==> config.mk <==
export PLATFORM = sky130hd
export DESIGN_NAME = hbridge_speed_to_pwm_core
export DESIGN_NICKNAME = d
export VERILOG_FILES = /design/src/hw/rtl/hbsp_pkg.sv /design/src/hw/rtl/hbsp_scale.sv /design/src/hw/rtl/hbridge_speed_to_pwm_core.sv
export SDC_FILE = /design/constraint.sdc
export NUM_CORES = 1
export LEC_CHECK = 0
export BUFFER_PORTS_ARGS = -buffer_cell sky130_fd_sc_hd__buf_2
export CAP_MARGIN = 30
export CORE_MARGIN = 10
export CORE_UTILIZATION = 43
export DETAILED_ROUTE_END_ITERATION = 10
export PLACE_DENSITY = 0.62
export SYNTH_ARGS = -nofsm -noshare
export SYNTH_HDL_FRONTEND = slang
export SYNTH_SLANG_ARGS = --single-unit
export TNS_END_PERCENT = 20
==> constraint.sdc <==
create_clock -name clk -period 9.3 [get_ports clk]
set_input_delay 0.465 -clock clk [delete_from_list [all_inputs] [get_ports clk]]
set_output_delay 0.465 -clock clk [all_outputs]
set_load 0.01 [all_outputs]
==> src/hw/rtl/hbsp_pkg.sv <==
// Shared widths, codes, reset values and types for the H-bridge speed-to-PWM core.
package hbsp_pkg;

    localparam int SPEED_W    = 16;
    localparam int DZ_W       = 10;
    localparam int PERIOD_W   = 16;
    localparam int CMP_W      = 16;
    localparam int DIR_W      = 2;
    localparam int CFG_IDX_W  = 8;
    localparam int CFG_DATA_W = 16;

    localparam int PULSE_MAX_DEF = 1000;

    localparam logic [DIR_W-1:0] DIR_STOP = 2'd0;
    localparam logic [DIR_W-1:0] DIR_FWD  = 2'd1;
    localparam logic [DIR_W-1:0] DIR_BACK = 2'd2;

    localparam logic [CFG_IDX_W-1:0] REG_DZ_FWD  = 8'd0;
    localparam logic [CFG_IDX_W-1:0] REG_DZ_BWD  = 8'd1;
    localparam logic [CFG_IDX_W-1:0] REG_INVERT  = 8'd2;
    localparam logic [CFG_IDX_W-1:0] REG_PERIOD  = 8'd3;

    localparam logic [DZ_W-1:0]     DZ_FWD_RST = 10'd20;
    localparam logic [DZ_W-1:0]     DZ_BWD_RST = 10'd5;
    localparam logic [PERIOD_W-1:0] PERIOD_RST = 16'd999;

    typedef struct packed {
        logic             pin_a;
        logic             pin_b;
        logic [DIR_W-1:0] dir;
        logic             sw;
    } hbsp_tag_t;

endpackage

==> src/hw/rtl/hbsp_scale.sv <==
// Compare value pipeline: product by period, reciprocal divide by PULSE_MAX, correction.
module hbsp_scale
    import hbsp_pkg::*;
#(
    parameter int PULSE_MAX = PULSE_MAX_DEF
)
(
    input  logic                                 clk,
    input  logic                                 rst_n,
    input  logic                                 in_valid,
    output logic                                 in_ready,
    input  logic [$clog2(PULSE_MAX+1)-1:0]       mag,
    input  hbsp_tag_t                            tag,
    input  logic [PERIOD_W-1:0]                  period,
    output logic                                 out_valid,
    input  logic                                 out_ready,
    output logic [CMP_W-1:0]                     cmp,
    output hbsp_tag_t                            out_tag
);

    localparam int MAG_W = $clog2(PULSE_MAX + 1);
    localparam int PW    = MAG_W + PERIOD_W;
    localparam int MW    = PW + 1;
    localparam logic [MW-1:0] RECIP = MW'((64'd1 << PW) / 64'(PULSE_MAX));

    logic              vp_reg, vp_next;
    logic              ve_reg, ve_next;
    logic              vo_reg, vo_next;
    logic              p_ready, e_ready, o_ready;
    logic [PW-1:0]     prod_reg;
    hbsp_tag_t         ptag_reg;
    logic [PW-1:0]     prod2_reg;
    logic [CMP_W-1:0]  qest_reg;
    hbsp_tag_t         etag_reg;
    logic [CMP_W-1:0]  cmp_reg;
    hbsp_tag_t         otag_reg;

    logic [PW+MW-1:0]  full;
    logic [PW-1:0]     qp;
    logic [PW-1:0]     rem;
    logic              corr;
    logic [CMP_W-1:0]  cmp_next;

    assign o_ready  = !vo_reg || out_ready;
    assign e_ready  = !ve_reg || o_ready;
    assign p_ready  = !vp_reg || e_ready;
    assign in_ready = p_ready;

    assign vp_next = p_ready ? in_valid : vp_reg;
    assign ve_next = e_ready ? vp_reg : ve_reg;
    assign vo_next = o_ready ? ve_reg : vo_reg;

    always_comb
    begin
        full = (PW+MW)'(prod_reg) * (PW+MW)'(RECIP);
        qp   = PW'(qest_reg) * PW'(PULSE_MAX);
        rem  = prod2_reg - qp;
        corr = rem >= PW'(PULSE_MAX);
        if (!(etag_reg.pin_a || etag_reg.pin_b))
        begin
            cmp_next = '0;
        end
        else if (corr)
        begin
            cmp_next = qest_reg;
        end
        else if (qest_reg == '0)
        begin
            cmp_next = '0;
        end
        else
        begin
            cmp_next = qest_reg - CMP_W'(1);
        end
    end

    always_ff @(posedge clk or negedge rst_n)
    begin
        if (!rst_n)
        begin
            vp_reg <= 1'b0;
            ve_reg <= 1'b0;
            vo_reg <= 1'b0;
        end
        else
        begin
            vp_reg <= vp_next;
            ve_reg <= ve_next;
            vo_reg <= vo_next;
        end
    end

    always_ff @(posedge clk)
    begin
        if (in_valid && p_ready)
        begin
            prod_reg <= {{PERIOD_W{1'b0}}, mag} * {{MAG_W{1'b0}}, period};
            ptag_reg <= tag;
        end
        if (vp_reg && e_ready)
        begin
            qest_reg  <= full[PW +: CMP_W];
            prod2_reg <= prod_reg;
            etag_reg  <= ptag_reg;
        end
        if (ve_reg && o_ready)
        begin
            cmp_reg  <= cmp_next;
            otag_reg <= etag_reg;
        end
    end

    assign out_valid = vo_reg;
    assign cmp       = cmp_reg;
    assign out_tag   = otag_reg;

endmodule

==> src/hw/rtl/hbridge_speed_to_pwm_core.sv <==
// Top level of the H-bridge speed-to-PWM core: dead-zone, direction and output pipeline.
//
// Each word on the input carries a signed speed request and yields exactly one output
// word with the bridge pin levels, the PWM compare value, the new direction and the
// break-before-make flag. The core takes one word per clock cycle while the output is
// not stalled; after its input is accepted, a word passes through the input register,
// the direction stage, the period multiplier, the reciprocal multiplier that divides by
// PULSE_MAX and the correction stage that holds the result. A stalled output fills the
// five stages before the input stalls. Configuration writes are taken in every cycle
// and are meant for an idle core.
module hbridge_speed_to_pwm_core
    import hbsp_pkg::*;
#(
    parameter int PULSE_MAX = PULSE_MAX_DEF
)
(
    input  logic                         clk,
    input  logic                         rst_n,
    input  logic                         cfg_valid,
    output logic                         cfg_ready,
    input  logic [CFG_IDX_W-1:0]         cfg_index,
    input  logic [CFG_DATA_W-1:0]        cfg_data,
    input  logic                         in_valid,
    output logic                         in_ready,
    input  logic signed [SPEED_W-1:0]    speed_request,
    output logic                         out_valid,
    input  logic                         out_ready,
    output logic                         pin_a,
    output logic                         pin_b,
    output logic [CMP_W-1:0]             compare_value,
    output logic [DIR_W-1:0]             direction,
    output logic                         switching
);

    localparam int MAG_W = $clog2(PULSE_MAX + 1);
    localparam int SUM_W = SPEED_W + 2;

    logic [DZ_W-1:0]            dz_fwd_reg;
    logic [DZ_W-1:0]            dz_bwd_reg;
    logic                       invert_reg;
    logic [PERIOD_W-1:0]        period_reg;
    logic [DIR_W-1:0]           last_dir_reg, last_dir_next;

    logic                       v1_reg, v1_next;
    logic signed [SPEED_W-1:0]  spd_reg;
    logic                       v2_reg, v2_next;
    logic [MAG_W-1:0]           mag_reg;
    hbsp_tag_t                  tag_reg;
    logic                       s2_ready;
    logic                       scale_ready;
    logic                       adv1;

    logic [SUM_W-1:0]           spd_ext;
    logic [SUM_W-1:0]           sum;
    logic [SUM_W-1:0]           mag_full;
    logic                       is_zero;
    logic                       fwd;
    logic [DIR_W-1:0]           dir;
    logic [MAG_W-1:0]           mag;
    hbsp_tag_t                  tag_next;
    hbsp_tag_t                  out_tag;

    assign cfg_ready = 1'b1;

    always_ff @(posedge clk or negedge rst_n)
    begin
        if (!rst_n)
        begin
            dz_fwd_reg <= DZ_FWD_RST;
            dz_bwd_reg <= DZ_BWD_RST;
            invert_reg <= 1'b0;
            period_reg <= PERIOD_RST;
        end
        else if (cfg_valid && cfg_ready)
        begin
            unique case (cfg_index)
                REG_DZ_FWD: dz_fwd_reg <= cfg_data[DZ_W-1:0];
                REG_DZ_BWD: dz_bwd_reg <= cfg_data[DZ_W-1:0];
                REG_INVERT: invert_reg <= cfg_data[0];
                REG_PERIOD: period_reg <= cfg_data[PERIOD_W-1:0];
                default:    ;
            endcase
        end
    end

    assign s2_ready = !v2_reg || scale_ready;
    assign in_ready = !v1_reg || s2_ready;
    assign adv1     = v1_reg && s2_ready;
    assign v1_next  = in_ready ? in_valid : v1_reg;
    assign v2_next  = s2_ready ? v1_reg : v2_reg;

    always_comb
    begin
        spd_ext = {{(SUM_W-SPEED_W){spd_reg[SPEED_W-1]}}, spd_reg};
        is_zero = spd_reg == '0;
        if (spd_reg[SPEED_W-1])
        begin
            sum = spd_ext - {{(SUM_W-DZ_W){1'b0}}, dz_bwd_reg};
        end
        else if (!is_zero)
        begin
            sum = spd_ext + {{(SUM_W-DZ_W){1'b0}}, dz_fwd_reg};
        end
        else
        begin
            sum = '0;
        end
        mag_full = sum[SUM_W-1] ? (~sum + SUM_W'(1)) : sum;
        fwd      = !sum[SUM_W-1] ^ invert_reg;
        if (is_zero)
        begin
            dir = DIR_STOP;
        end
        else if (fwd)
        begin
            dir = DIR_FWD;
        end
        else
        begin
            dir = DIR_BACK;
        end
        if (mag_full > SUM_W'(PULSE_MAX))
        begin
            mag = MAG_W'(PULSE_MAX);
        end
        else
        begin
            mag = mag_full[MAG_W-1:0];
        end
        tag_next.dir   = dir;
        tag_next.sw    = dir != last_dir_reg;
        tag_next.pin_a = (dir == last_dir_reg) && (dir == DIR_FWD);
        tag_next.pin_b = (dir == last_dir_reg) && (dir == DIR_BACK);
        last_dir_next  = adv1 ? dir : last_dir_reg;
    end

    always_ff @(posedge clk or negedge rst_n)
    begin
        if (!rst_n)
        begin
            v1_reg       <= 1'b0;
            v2_reg       <= 1'b0;
            last_dir_reg <= DIR_FWD;
        end
        else
        begin
            v1_reg       <= v1_next;
            v2_reg       <= v2_next;
            last_dir_reg <= last_dir_next;
        end
    end

    always_ff @(posedge clk)
    begin
        if (in_valid && in_ready)
        begin
            spd_reg <= speed_request;
        end
        if (adv1)
        begin
            mag_reg <= mag;
            tag_reg <= tag_next;
        end
    end

    hbsp_scale #(
        .PULSE_MAX (PULSE_MAX)
    ) u_scale (
        .clk       (clk),
        .rst_n     (rst_n),
        .in_valid  (v2_reg),
        .in_ready  (scale_ready),
        .mag       (mag_reg),
        .tag       (tag_reg),
        .period    (period_reg),
        .out_valid (out_valid),
        .out_ready (out_ready),
        .cmp       (compare_value),
        .out_tag   (out_tag)
    );

    assign pin_a     = out_tag.pin_a;
    assign pin_b     = out_tag.pin_b;
    assign direction = out_tag.dir;
    assign switching = out_tag.sw;

`ifndef SYNTHESIS
    a_pins_exclusive: assert property (@(posedge clk) disable iff (!rst_n)
        out_valid |-> !(pin_a && pin_b))
        else $error("both bridge legs driven");

    a_switch_off: assert property (@(posedge clk) disable iff (!rst_n)
        (out_valid && switching) |-> (!pin_a && !pin_b && compare_value == '0))
        else $error("bridge not held off while switching");

    a_stop_off: assert property (@(posedge clk) disable iff (!rst_n)
        (out_valid && direction == DIR_STOP) |-> (!pin_a && !pin_b && compare_value == '0))
        else $error("bridge driven while stopped");

    a_pin_dir: assert property (@(posedge clk) disable iff (!rst_n)
        out_valid |-> ((!pin_a || direction == DIR_FWD) && (!pin_b || direction == DIR_BACK)))
        else $error("pin level disagrees with direction");
`endif

endmodule
Yosys cells after proc, flatten, opt, wreduce, memory -nomap -nowiden
Index checks and enable logic that the tools add are counted.
{ "word_totals": {"reg_bits": 174, "latchBits": 0, "ramBits": 0, "romBits": 0, "input_bits": 45, "output_inout_bits": 24, "wordCells": 84, "mem_count": 0} }
{ "classes": {"add_sub_neg": 5, "mul": 3, "div_mod_pow": 0, "order_cmp": 2, "n_eq_ne": 7, "shifts": 0, "mux": 7, "bitwise": 2, "n_reduce_logical": 26} }
{ "op_table": {"columns": ["cell", "n"], "rows": [
  ["$mux W18", 3],
  ["$mul A26 B15 Y40 const B", 1],
  ["$logic_not A16 Y1", 2],
  ["$mux W16", 2],
  ["$ge A26 B10 Y1 const B", 1],
  ["$mul A10 B16 Y26", 1],
  ["$sub A26 B26 Y26", 1],
  ["$mul A16 B7 Y23 const B", 1],
  ["$add A18 B1 Y18 const B", 1],
  ["$gt A18 B10 Y1 const B", 1],
  ["$not A18 Y18", 1],
  ["$add A16 B11 Y17", 1],
  ["$sub A16 B11 Y17", 1],
  ["$eq A8 B2 Y1 const B", 2],
  ["$sub A16 B1 Y16 const B", 1],
  ["$eq A8 B1 Y1 const B", 1],
  ["$logic_not A8 Y1", 1],
  ["$reduce_and A2 Y1", 4],
  ["$logic_and A1 B1 Y1", 7],
  ["$logic_not A1 Y1", 6],
  ["$logic_or A1 B1 Y1", 6],
  ["$mux W2", 2],
  ["$eq A2 B1 Y1 const B", 1],
  ["$eq A2 B2 Y1", 1],
  ["other kinds (3)", 3]
]} }

Depth between registers and ports, before layout
Gate-level depths: netlist of run 1.
{ "depth": {"ltp_word": 9, "ltp_mapped": 33, "mapped_depth_nobuf": 31} }

By module
From an unflattened synthesis of run 1, not the netlist that was laid out.
{ "unflattened": {"hier_cells": 2235, "area_unflattened_um2": 22185.0} }
{ "by_module_without_submodules": {"columns": ["module", "instances", "cells_per_inst", "area_per_inst_um2", "seq_area_each_um2"], "rows": [
  ["hbsp_scale", 1, 1772, 17336.6, 2957.8],
  ["hbridge_speed_to_pwm_core", 1, 463, 4848.4, 1973.1]
]} }

Worst setup path after synthesis of run 1
No wires, ideal clock.
{ "synth_path": {"path_type": "register to register", "startpoint": "reg u_scale.qest_reg[5]", "endpoint": "reg u_scale.cmp_reg[13] (netlist: u_scale.cmp[13]) (data pin)", "setup_time_ps": 257, "arrival_ps": 6961, "required_ps": 9043, "slack_ps": 2082, "stages_incl_launch_ff": 29, "path_buffers": 2, "period_less_slack_ps": 7218, "cell_sequence": "edfxtp_1 -> inv_1 -> fa_1 -> fa_1 -> fa_1 -> fa_1 -> inv_1 -> ha_1 -> or3_1 -> o21ai_0 -> a21oi_1 -> a41o_1 -> o211a_1 -> o21a_1 -> o21a_1 -> o41ai_1 -> xor2_1 -> ha_1 -> a2111oi_0 -> nand3_1 -> nor3_1 -> nand4_1 -> or3_1 -> nor4_1 -> and4b_1 -> buf_6 -> buf_6 -> nand2_1 -> a32o_1"} }
{ "synth_via": {"elab_chain_cells": 4, "elab_cells_between_ends": 7, "cone_classes": "2 x add/sub; 1 x mul; 1 x order compare; 2 x mux; 1 x reduce/logical"} }
{ "synth_lines": {"columns": ["item", "line", "source"], "rows": [
  ["start: declaration", "hbsp_scale.sv:33", "logic [CMP_W-1:0] qest_reg;"],
  ["start signal: assignment", "hbsp_scale.sv:102", "qest_reg <= full[PW +: CMP_W];"],
  ["$mul A16 B7 Y23", "hbsp_scale.sv:56", "qp = PW'(qest_reg) * PW'(PULSE_MAX);"],
  ["$sub A26 B26 Y26", "hbsp_scale.sv:57", "rem = prod2_reg - qp;"],
  ["$ge A26 B10 Y1", "hbsp_scale.sv:58", "corr = rem >= PW'(PULSE_MAX);"],
  ["$mux W16 *", "hbsp_scale.sv:63", "else if (corr)"],
  ["end signal: assignment", "hbsp_scale.sv:108", "cmp_reg <= cmp_next;"],
  ["end: declaration", "hbsp_scale.sv:35", "logic [CMP_W-1:0] cmp_reg;"]
]} }
Every way passes the cells marked *; elsewhere a longest branch is shown, timed or not.
A chain may end at the register's enable or synchronous reset.

Final worst setup path of run 1
{ "layout_path": {"startpoint": "reg u_scale.qest_reg[1]", "endpoint": "reg u_scale.cmp_reg[7] (netlist: u_scale.cmp[7]) (data pin)"} }
Same word-level chain as after synthesis.

==> results by group, run 1 <==
Detailed routing
  – Initial DRC count: 848
  – WL met1: 20.9 mm
  – DRC viols: 0
  – WL met3: roughly 1.4 mm
  – Vias per inst: 5.30
  – Final WL: roughly 46 mm
  – First-pass detailed-route iteration total: 5
  – Avg WL per Cell: between 15 and 20 um
  – DR vias: 15043
  – Highest routed layer: met4
  – Routed wl met2: 23.4 mm
  – DRT antenna net count: 0

Clock tree
  – Post-CTS Setup Inserts: 0
  – Clk root buf: clkbuf_16
  – Clock tree buffer depth: 2
  – CTS tree: yes
  – Skew-Pair Late Insertion Delay: ~0.48 ns
  – H-tree levels: 4
  – CTS resizes: 0
  – Clk pin slew, worst setup/hold paths: about 0.08 ns
  – Clock sink count: around 170
  – CTS Buf Count: 17

Timing
  – Hold violation count in the final report: 0
  – RSZ-0062 raised after global routing: false
  – Worst-Margin Slew: approximately 0.95 ns
  – Final period utilization: between 90 and 100%
  – Setup TNS: 0 ns
  – Final Max Tran Viols: 0
  – Clock skew: 0.0178 ns
  – Slew HR: 36.7%
  – Final min period: roughly 8.4 ns
  – Final setup viols: 0
  – Fmax: around 120 MHz
  – Final WS setup: just under 0.9 ns

Global route
  – Total GRT Usage: 16.3%
  – Vias in the first global route: 16037
  – GR Overflow Total: 0
  – First-pass GRT wire length: 79.3 mm
  – Largest net degree at the start of global routing: 45
  – Initial antenna violation count: 0

Place
  – Pre-CTS WS: a little under 1 ns
  – HPWL after detailed placement: about 38 mm
  – Port Buffers: 67
  – Routability cong.: 0.860

Floorplan
  – Core area: 49100 um2
  – Die Wd: 243 um
  – Die Y: about 240 um
  – # rows: between 80 and 90
  – Total I/O pin count: 69
  – Starting Density: 43.6%
  – Die ar.: a little under 60000 um2

Cells and area
  – Layout area overhead: 7.58%
  – Max reg flops: 26
  – Nets@finish: approximately 2800
  – Share of post-route cells with drive strength above 1: 8.47%
  – Register area: 4930 um2
  – Area of the multi-input gates: 14900 um2
  – Antenna diode count: 0
  – Most common cell after layout, fill and taps aside: inv_1
  – Layout fillers: 4652
  – Most frequent cells in the layout: 368 x inv_1, 348 x ha_1, 226 x fa_1

Yosys
  – Post-synth ARST share: between 20% and 30%
  – Synth cell types: slightly above 80
  – Top cell type's share of synthesized area: 21.1%
  – Synth area leader: fa_1
  – Post-Syn Nets: 2733
  – Post-Syn Area: 21400 um2
  – Area contributors post-synth: fa_1 21%, ha_1 20%, edfxtp_1 18%
  – Seq/Total Area, Yosys: roughly 23%
  – #FFs+latches synth: 171
  – Syn Inst Count: approximately 2100
  – Post-synth EDFFs: approximately 130
  – Mean Syn Cell Area: slightly above 10 um2
  – Top_reg_cell synth: edfxtp_1
  – Synth Warn #: 0

Setup path
  – Worst R2R Setup Slack: approximately 0.89 ns
  – Worst path required time: between 9 and 10 ns
  – CP max stage cell: and4b_1
  – Worst setup EP type: flop
  – Critical path's largest stage delay: 0.77 ns
  – CP Class: reg -> reg
  – CP startpoint kind: flop
  – Worst-path fanout max: 18
  – CP arrival: 8.75 ns
  – CP most frequent cell: ha_1

Min path
  – Min-Delay Path Class: in -> reg

Outcome
  – Status: completed

Job
  – Max_cap viols: 0
worst paths after layout:
check	startpoint	endpoint	cells after the start
max	u_scale.qest_reg[1]	u_scale.cmp[7]	29
min	speed_request[10]	spd_reg[10]	1
max reg2reg	u_scale.qest_reg[1]	u_scale.cmp[7]	29
min reg2reg	tag_reg[2]	u_scale.ptag_reg[2]	0
max in group asynchronous	rst_n	dz_bwd_reg[0]	3
min in group asynchronous	rst_n	dz_bwd_reg[7]	2
final cells by class:
cell class                      count  area share (%)
Clock inverter                     15           0.717
Tap cell                          664            3.61
Multi-Input combinational cell   1527            64.6
Timing Repair Buffer               75            1.80
Clock buffer                       17            1.85
Sequential cell                   171            21.4
Inverter                          368            6.00
worst max-delay path, delay by kind of cell (launching register included):
kind	cells	cell delay (ns)
AOI/OAI and AO/OA	11	2.52
xor gates and xnor gates	1	0.19
adders and majority gates	6	2.31
buffers and inverters	3	0.37
DFF	1	0.48
and+or+nand+nor	8	2.39
routing by layer:
layer	vias up	track usage (%)
met1	7499	20.2
met2	244	29.0
met5	-	0
li1	7242	-
met3	58	2.67
met4	0	4.02
per-stage QoR:
stage / hold slack (ns) / instance area, um2 / util (%) / instances
final: 0.159 / 23000 / 46.9 / 2837
after global placement: 0.406 / 22400 / 45.6 / 2801
after CTS: 0.121 / 23000 / 46.9 / 2837
after floorplan: 0.169 / 21400 / - / 2114
after global routing: 0.132 / 23000 / 46.9 / 2837
after detailed placement: 0.406 / 22400 / 45.7 / 2804
repair_timing:
action	4_1_cts	5_1_grt
setup endpoints to repair	0	0
hold endpoints to repair	12	0
hold buffers	1	0
kinds of logic after synthesis:
group           count (synthesis)  synth area share, %
simple gates                  506                 12.1
xor+xnor                       84                 3.44
mux                            47                 2.42
flops                         171                 23.0
compound gates                315                 10.0
buf+inv                       416                 7.47
fa+ha+maj                     574                 41.5
other cells                     1               0.0175
synthesized netlist by cell type, types with 19 or more instances:
| library cell | number |
|---|---|
| a21o_1 | 24 |
| a21oi_1 | 78 |
| and2_1 | 85 |
| and3_1 | 19 |
| clkbuf_1 | 39 |
| dfrtp_1 | 31 |
| edfxtp_1 | 127 |
| fa_1 | 226 |
| ha_1 | 348 |
| inv_1 | 368 |
| mux2_2 | 38 |
| nand2_1 | 154 |
| nand3_1 | 37 |
| nor2_1 | 72 |
| nor2b_1 | 19 |
| nor3_1 | 38 |
| o21a_1 | 27 |
| o21ai_0 | 57 |
| xnor2_1 | 47 |
| xor2_1 | 37 |
Power of run 1 is left out: the tool's default activity adds up to more than one toggle a clock period on the data nets, which glitch-free logic cannot reach.
==> inputs of run 2 (changes only) <==
--- a/config.mk
+++ b/config.mk
@@ -11,6 +11,7 @@
 export CORE_UTILIZATION = 43
 export DETAILED_ROUTE_END_ITERATION = 10
 export PLACE_DENSITY = 0.62
+export RECOVER_POWER = 100
 export SYNTH_ARGS = -nofsm -noshare
 export SYNTH_HDL_FRONTEND = slang
 export SYNTH_SLANG_ARGS = --single-unit
==> results by group, run 2 (synthesis results as in run 1) <==
Job
  – Max_cap viols: 3 (was 0)

Cells and area
  – Antenna diode count: 0 (unchanged)
  – Core Util, Final: 46.8% (was 46.9%)
  – Most frequent cells in the layout: 368 x inv_1, 348 x ha_1, 226 x fa_1 (unchanged)
  – Layout area overhead: 7.16% (was 7.58%)
  – Max reg flops: 26 (unchanged)
  – Share of post-route cells with drive strength above 1: 6.99% (was 8.47%)
  – Nets@finish: 2779 (unchanged)
  – Most common cell after layout, fill and taps aside: inv_1 (unchanged)

Setup path
  – Worst setup EP type: flop (unchanged)
  – Critical path's largest stage delay: 0.76 ns (was 0.77 ns)
  – CP Class: reg -> reg (unchanged)
  – Worst path required time: 9.64 ns (about the same)
  – Worst-path fanout max: 18 (unchanged)
  – CP most frequent cell: ha_1 (unchanged)
  – CP max stage cell: and4b_1 (unchanged)
  – CP startpoint kind: flop (unchanged)
  – CP arrival: 8.73 ns (was 8.75 ns)

Min path
  – Min-Delay Path Class: in -> reg (unchanged)

Clock tree
  – CTS Hold Bufs: 1 (unchanged)
  – Post-CTS Setup Inserts: 0 (unchanged)
  – Clk pin slew, worst setup/hold paths: 0.08 ns (about the same)
  – Clock sink count: 171 (unchanged)
  – Clock tree buffer depth: 2 (unchanged)
  – Clk root buf: clkbuf_16 (unchanged)
  – H-tree levels: 4 (unchanged)
  – CTS tree: yes (unchanged)
  – Skew-Pair Late Insertion Delay: 0.48 ns (about the same)
  – CTS Buf Count: 17 (unchanged)
  – CTS resizes: 0 (unchanged)

Detailed routing
  – DR vias: 14979 (was 15043)
  – Avg WL per Cell: 16.4 um (about the same)
  – Initial DRC count: 806 (was 848)
  – First-pass detailed-route iteration total: 5 (unchanged)
  – Vias per inst: 5.28 (was 5.30)
  – Final WL: 46.4 mm (about the same)
  – DRT antenna net count: 0 (unchanged)
  – DRC viols: 0 (unchanged)

Timing
  – Hold violation count in the final report: 0 (unchanged)
  – Fmax: 119 MHz (about the same)
  – Hold WS: 0.159 ns (about the same)
  – Clock skew: 0.0134 ns (was 0.0178 ns)
  – Final period utilization: 90.2% (was 90.5%)
  – Final WS setup: 0.910 ns (was 0.887 ns)
  – Final Max Tran Viols: 109 (was 0)
  – Worst-Margin Slew: 2.47 ns (was 0.945 ns)
  – RSZ-0062 raised after global routing: false (unchanged)
  – Final setup viols: 0 (unchanged)
  – Setup TNS: 0 ns (unchanged)
  – Final min period: 8.39 ns (was 8.41 ns)
  – Slew HR: -64.9% (was 36.7%)

Floorplan
  – Starting Density: 43.6% (unchanged)
  – Die Y: 243 um (unchanged)
  – Die Wd: 243 um (unchanged)
  – Total I/O pin count: 69 (unchanged)
  – Die ar.: 59100 um2 (unchanged)
  – Core area: 49100 um2 (unchanged)
  – # rows: 81 (unchanged)

Place
  – Port Buffers: 67 (unchanged)
  – HPWL after detailed placement: 38.2 mm (unchanged)
  – Routability cong.: 0.860 (unchanged)
  – Pre-CTS WS: 0.989 ns (unchanged)

Global route
  – Vias in the first global route: 16037 (unchanged)
  – Total GRT Usage: 16.3% (unchanged)
  – Largest net degree at the start of global routing: 45 (unchanged)
  – GR Overflow Total: 0 (unchanged)
  – First-pass GRT wire length: 79.3 mm (unchanged)
  – Initial antenna violation count: 0 (unchanged)

Outcome
  – Violated checks: capacitance limit, slew limit
  – Status: finished with violations (was completed)
==> run 2: changes by cell type in the layout (fill, tap and decap cells not counted), sizes merged <==
cell / delta
buf: -29
clkbuf: +29
==> run 2: worst paths after layout <==
path	start	endpoint	slack, ns	cells after the start
setup reg to reg	u_scale.qest_reg[1]	u_scale.cmp[7]	0.91	29
hold reg to reg	tag_reg[2]	u_scale.ptag_reg[2]	0.42	0
max in group asynchronous	rst_n	period_reg[11]	6.69	3
hold / removal	speed_request[10]	spd_reg[10]	0.16	1
setup / recovery	u_scale.qest_reg[1]	u_scale.cmp[7]	0.91	29
min in group asynchronous	rst_n	dz_bwd_reg[9]	0.61	2
==> run 2: per-stage QoR <==
stage          instances  area, um2
6_report            2837      22900
5_1_grt             2837      22900
4_1_cts             2837      23000
3_5_place_dp        2804      22400
3_3_place_gp        2801      22400
2_1_floorplan       2114      21400
==> run 2: worst max-delay path: cells and delay by family, from the launching register on <==
family	cells	cell delay, ns
AND/OR/NAND/NOR	8	2.37
buffers and inverters	3	0.37
flip-flops	1	0.48
XOR/XNOR	1	0.19
AO/OA/AOI/OAI	11	2.53
adder cells (fa/ha/maj)	6	2.31
==> run 2: cell type report <==
| type | count | area, um2 |
|---|---|---|
| tap | 664 | 831 |
| sequential | 171 | 4930 |
| timing repair buffer | 75 | 345 |
| inverter | 368 | 1380 |
| multi-input combinational | 1527 | 14900 |
| clock inverter | 15 | 165 |
| fill | 4679 | 26100 |
| clock buffer | 17 | 425 |
==> run 2: per-layer routing <==
metal	GRT usage, %	wire (um)	up-vias
met5	0	0	-
met1	20.2	20800	7475
met3	2.67	1400	47
met4	4.02	718	0
met2	29.0	23500	218
li1	-	-	7239
Power of run 2 is left out for the same reason.
==> inputs of run 3 (changes only) <==
--- a/config.mk
+++ b/config.mk
@@ -5,13 +5,12 @@
 export SDC_FILE = /design/constraint.sdc
 export NUM_CORES = 1
 export LEC_CHECK = 0
-export BUFFER_PORTS_ARGS = -buffer_cell sky130_fd_sc_hd__buf_2
 export CAP_MARGIN = 30
 export CORE_MARGIN = 10
 export CORE_UTILIZATION = 43
 export DETAILED_ROUTE_END_ITERATION = 10
-export PLACE_DENSITY = 0.62
-export RECOVER_POWER = 100
+export DONT_BUFFER_PORTS = 1
+export PLACE_DENSITY = 0.61
 export SYNTH_ARGS = -nofsm -noshare
 export SYNTH_HDL_FRONTEND = slang
 export SYNTH_SLANG_ARGS = --single-unit
==> results by group, run 3 (synthesis results as in run 1) <==
Clock tree
  – Clk pin slew, worst setup/hold paths: 0.08 ns (about the same)
  – CTS Buf Count: 17 (unchanged)
  – H-tree levels: 4 (unchanged)
  – Skew-Pair Late Insertion Delay: 0.48 ns (about the same)
  – CTS resizes: 0 (unchanged)
  – Post-CTS Setup Inserts: 0 (unchanged)
  – Clock tree buffer depth: 2 (unchanged)
  – CTS tree: yes (unchanged)
  – Clock sink count: 171 (unchanged)
  – Clk root buf: clkbuf_16 (unchanged)

Timing
  – RSZ-0062 raised after global routing: false (unchanged)
  – Setup TNS: 0 ns (unchanged)
  – Final Max Tran Viols: 0 (was 109)
  – Final min period: 8.42 ns (was 8.39 ns)
  – Clock skew: 0.0167 ns (was 0.0134 ns)
  – Final setup viols: 0 (unchanged)
  – Worst-Margin Slew: 0.845 ns (was 2.47 ns)
  – Hold violation count in the final report: 0 (unchanged)
  – Final period utilization: 90.5% (was 90.2%)
  – Slew HR: 43.6% (was -64.9%)
  – Fmax: 119 MHz (about the same)

Detailed routing
  – DRC viols: 0 (unchanged)
  – WL met1: 20.9 mm (was 20.8 mm)
  – First-pass detailed-route iteration total: 5 (unchanged)
  – Routed wl met2: 23.5 mm (about the same)
  – Highest routed layer: met4 (unchanged)
  – Initial DRC count: 780 (was 806)
  – DR vias: 14706 (was 14979)
  – Vias per inst: 5.31 (was 5.28)
  – DRT antenna net count: 0 (unchanged)
  – Final WL: 47.0 mm (was 46.4 mm)
  – Avg WL per Cell: 17.0 um (was 16.4 um)
  – WL met3: 1.74 mm (was 1.40 mm)

Setup path
  – Worst setup EP type: flop (unchanged)
  – CP startpoint kind: flop (unchanged)
  – CP bufs+invs: 2 (was 3)
  – Worst path required time: 9.65 ns (was 9.64 ns)
  – Worst R2R Start: u_scale.qest_reg[2] (was u_scale.qest_reg[1])
  – CP Depth: 26 (was 29)
  – Critical R2R Capture: u_scale.cmp[2] (was u_scale.cmp[7])
  – CP arrival: 8.77 ns (was 8.73 ns)
  – CP max stage cell: and4b_1 (unchanged)
  – CP Class: reg -> reg (unchanged)
  – Worst-path fanout max: 18 (unchanged)
  – CP most frequent cell: fa_1 (was ha_1)
  – Crit path max-delay family: adder cells (was compound AO/OA/AOI/OAI gates)
  – Critical path's largest stage delay: 0.79 ns (was 0.76 ns)
  – Worst R2R Setup Slack: 0.88 ns (was 0.91 ns)
  – Worst r2r path cells: 26 (was 29)

Min path
  – Worst Hold Depth: 0 (was 1)
  – Hold worst-path end: spd_reg[5] (was spd_reg[10])
  – Min-Delay Path Class: in -> reg (unchanged)
  – Hold_sp: speed_request[5] (was speed_request[10])

Floorplan
  – Die Wd: 243 um (unchanged)
  – # rows: 81 (unchanged)
  – Starting Density: 43.6% (unchanged)
  – Total I/O pin count: 69 (unchanged)
  – Die ar.: 59100 um2 (unchanged)
  – Core area: 49100 um2 (unchanged)
  – Die Y: 243 um (unchanged)

Cells and area
  – Layout area overhead: 6.24% (was 7.16%)
  – Most common cell after layout, fill and taps aside: inv_1 (unchanged)
  – Most frequent cells in the layout: 368 x inv_1, 348 x ha_1, 226 x fa_1 (unchanged)
  – Antenna diode count: 0 (unchanged)
  – Max reg flops: 26 (unchanged)
  – Nets@finish: 2713 (was 2779)
  – Share of post-route cells with drive strength above 1: 5.60% (was 6.99%)
  – Design area: 22700 um2 (was 22900 um2)

Place
  – Routability cong.: 0.848 (was 0.860)
  – Area after DPL: 22100 um2 (was 22400 um2)
  – Port Buffers: 0 (was 67)
  – HPWL after detailed placement: 38.3 mm (was 38.2 mm)

Global route
  – GR Overflow Total: 0 (unchanged)
  – First-pass GRT wire length: 79.7 mm (was 79.3 mm)
  – Initial antenna violation count: 0 (unchanged)
  – Largest net degree at the start of global routing: 45 (unchanged)
  – Vias in the first global route: 15829 (was 16037)
  – Total GRT Usage: 16.5% (was 16.3%)

Job
  – Max_cap viols: 0 (was 3)

Outcome
  – Status: completed (was finished with violations)
## run 3: routing by layer
metal	track usage, %	vias to the layer above
li1	-	7102
met1	20.1	7290
met2	29.2	250
met3	3.35	64
met4	4.25	0
met5	0	-
## run 3: layout make-up
cell class / count / area [um2]
fillers: 4663 / 26300
well taps: 664 / 831
clock buffers: 17 / 425
repair buffers: 9 / 100
inverters: 368 / 1380
clock inverters: 15 / 191
flip-flops and latches: 171 / 4930
multi-input cells: 1527 / 14900
## run 3: worst max-delay path by stage
stage,start,end
after floorplan,u_scale.qest_reg[5],u_scale.cmp[13]
after detailed placement,u_scale.qest_reg[2],u_scale.cmp[8]
final,u_scale.qest_reg[2],u_scale.cmp[2]
after CTS,u_scale.qest_reg[5],u_scale.cmp[8]
after global placement,u_scale.qest_reg[0],u_scale.cmp[2]
after global routing,u_scale.qest_reg[5],u_scale.cmp[6]
## run 3: worst reg2reg max path, stage by stage (launching register included)
cell	delay, ns
edfxtp_1	0.48
inv_1	0.32
fa_1	0.50
fa_1	0.51
fa_1	0.53
inv_1	0.07
fa_1	0.46
ha_1	0.36
a21boi_0	0.14
o21ai_0	0.24
a21oi_1	0.17
a41o_1	0.30
o211a_1	0.24
o21a_1	0.16
o21a_1	0.17
o41ai_1	0.32
xor2_1	0.19
ha_1	0.31
a2111oi_0	0.37
nand3_1	0.12
nor3_1	0.16
nand4_1	0.10
or3_1	0.31
nor4_1	0.25
and4b_1	0.79
and2_1	0.50
a41o_1	0.23
## run 3: through the flow
stage	setup slack (ns)	hold WS (ns)	instances	utilization [%]
floorplan	2.08	0.169	2114	-
global placement	1.03	0.171	2734	45.0
detailed placement	0.932	0.171	2736	45.0
CTS	0.891	0.0508	2770	46.3
global route	0.277	0.0404	2771	46.4
finish	0.883	0.0754	2771	46.4
## run 3: repair_timing
item / in CTS / in global routing
endpoints found under the hold margin: 44 / 0
hold buffers: 2 / 0
endpoints found under the setup margin: 0 / 0
Power of run 3 is left out for the same reason.
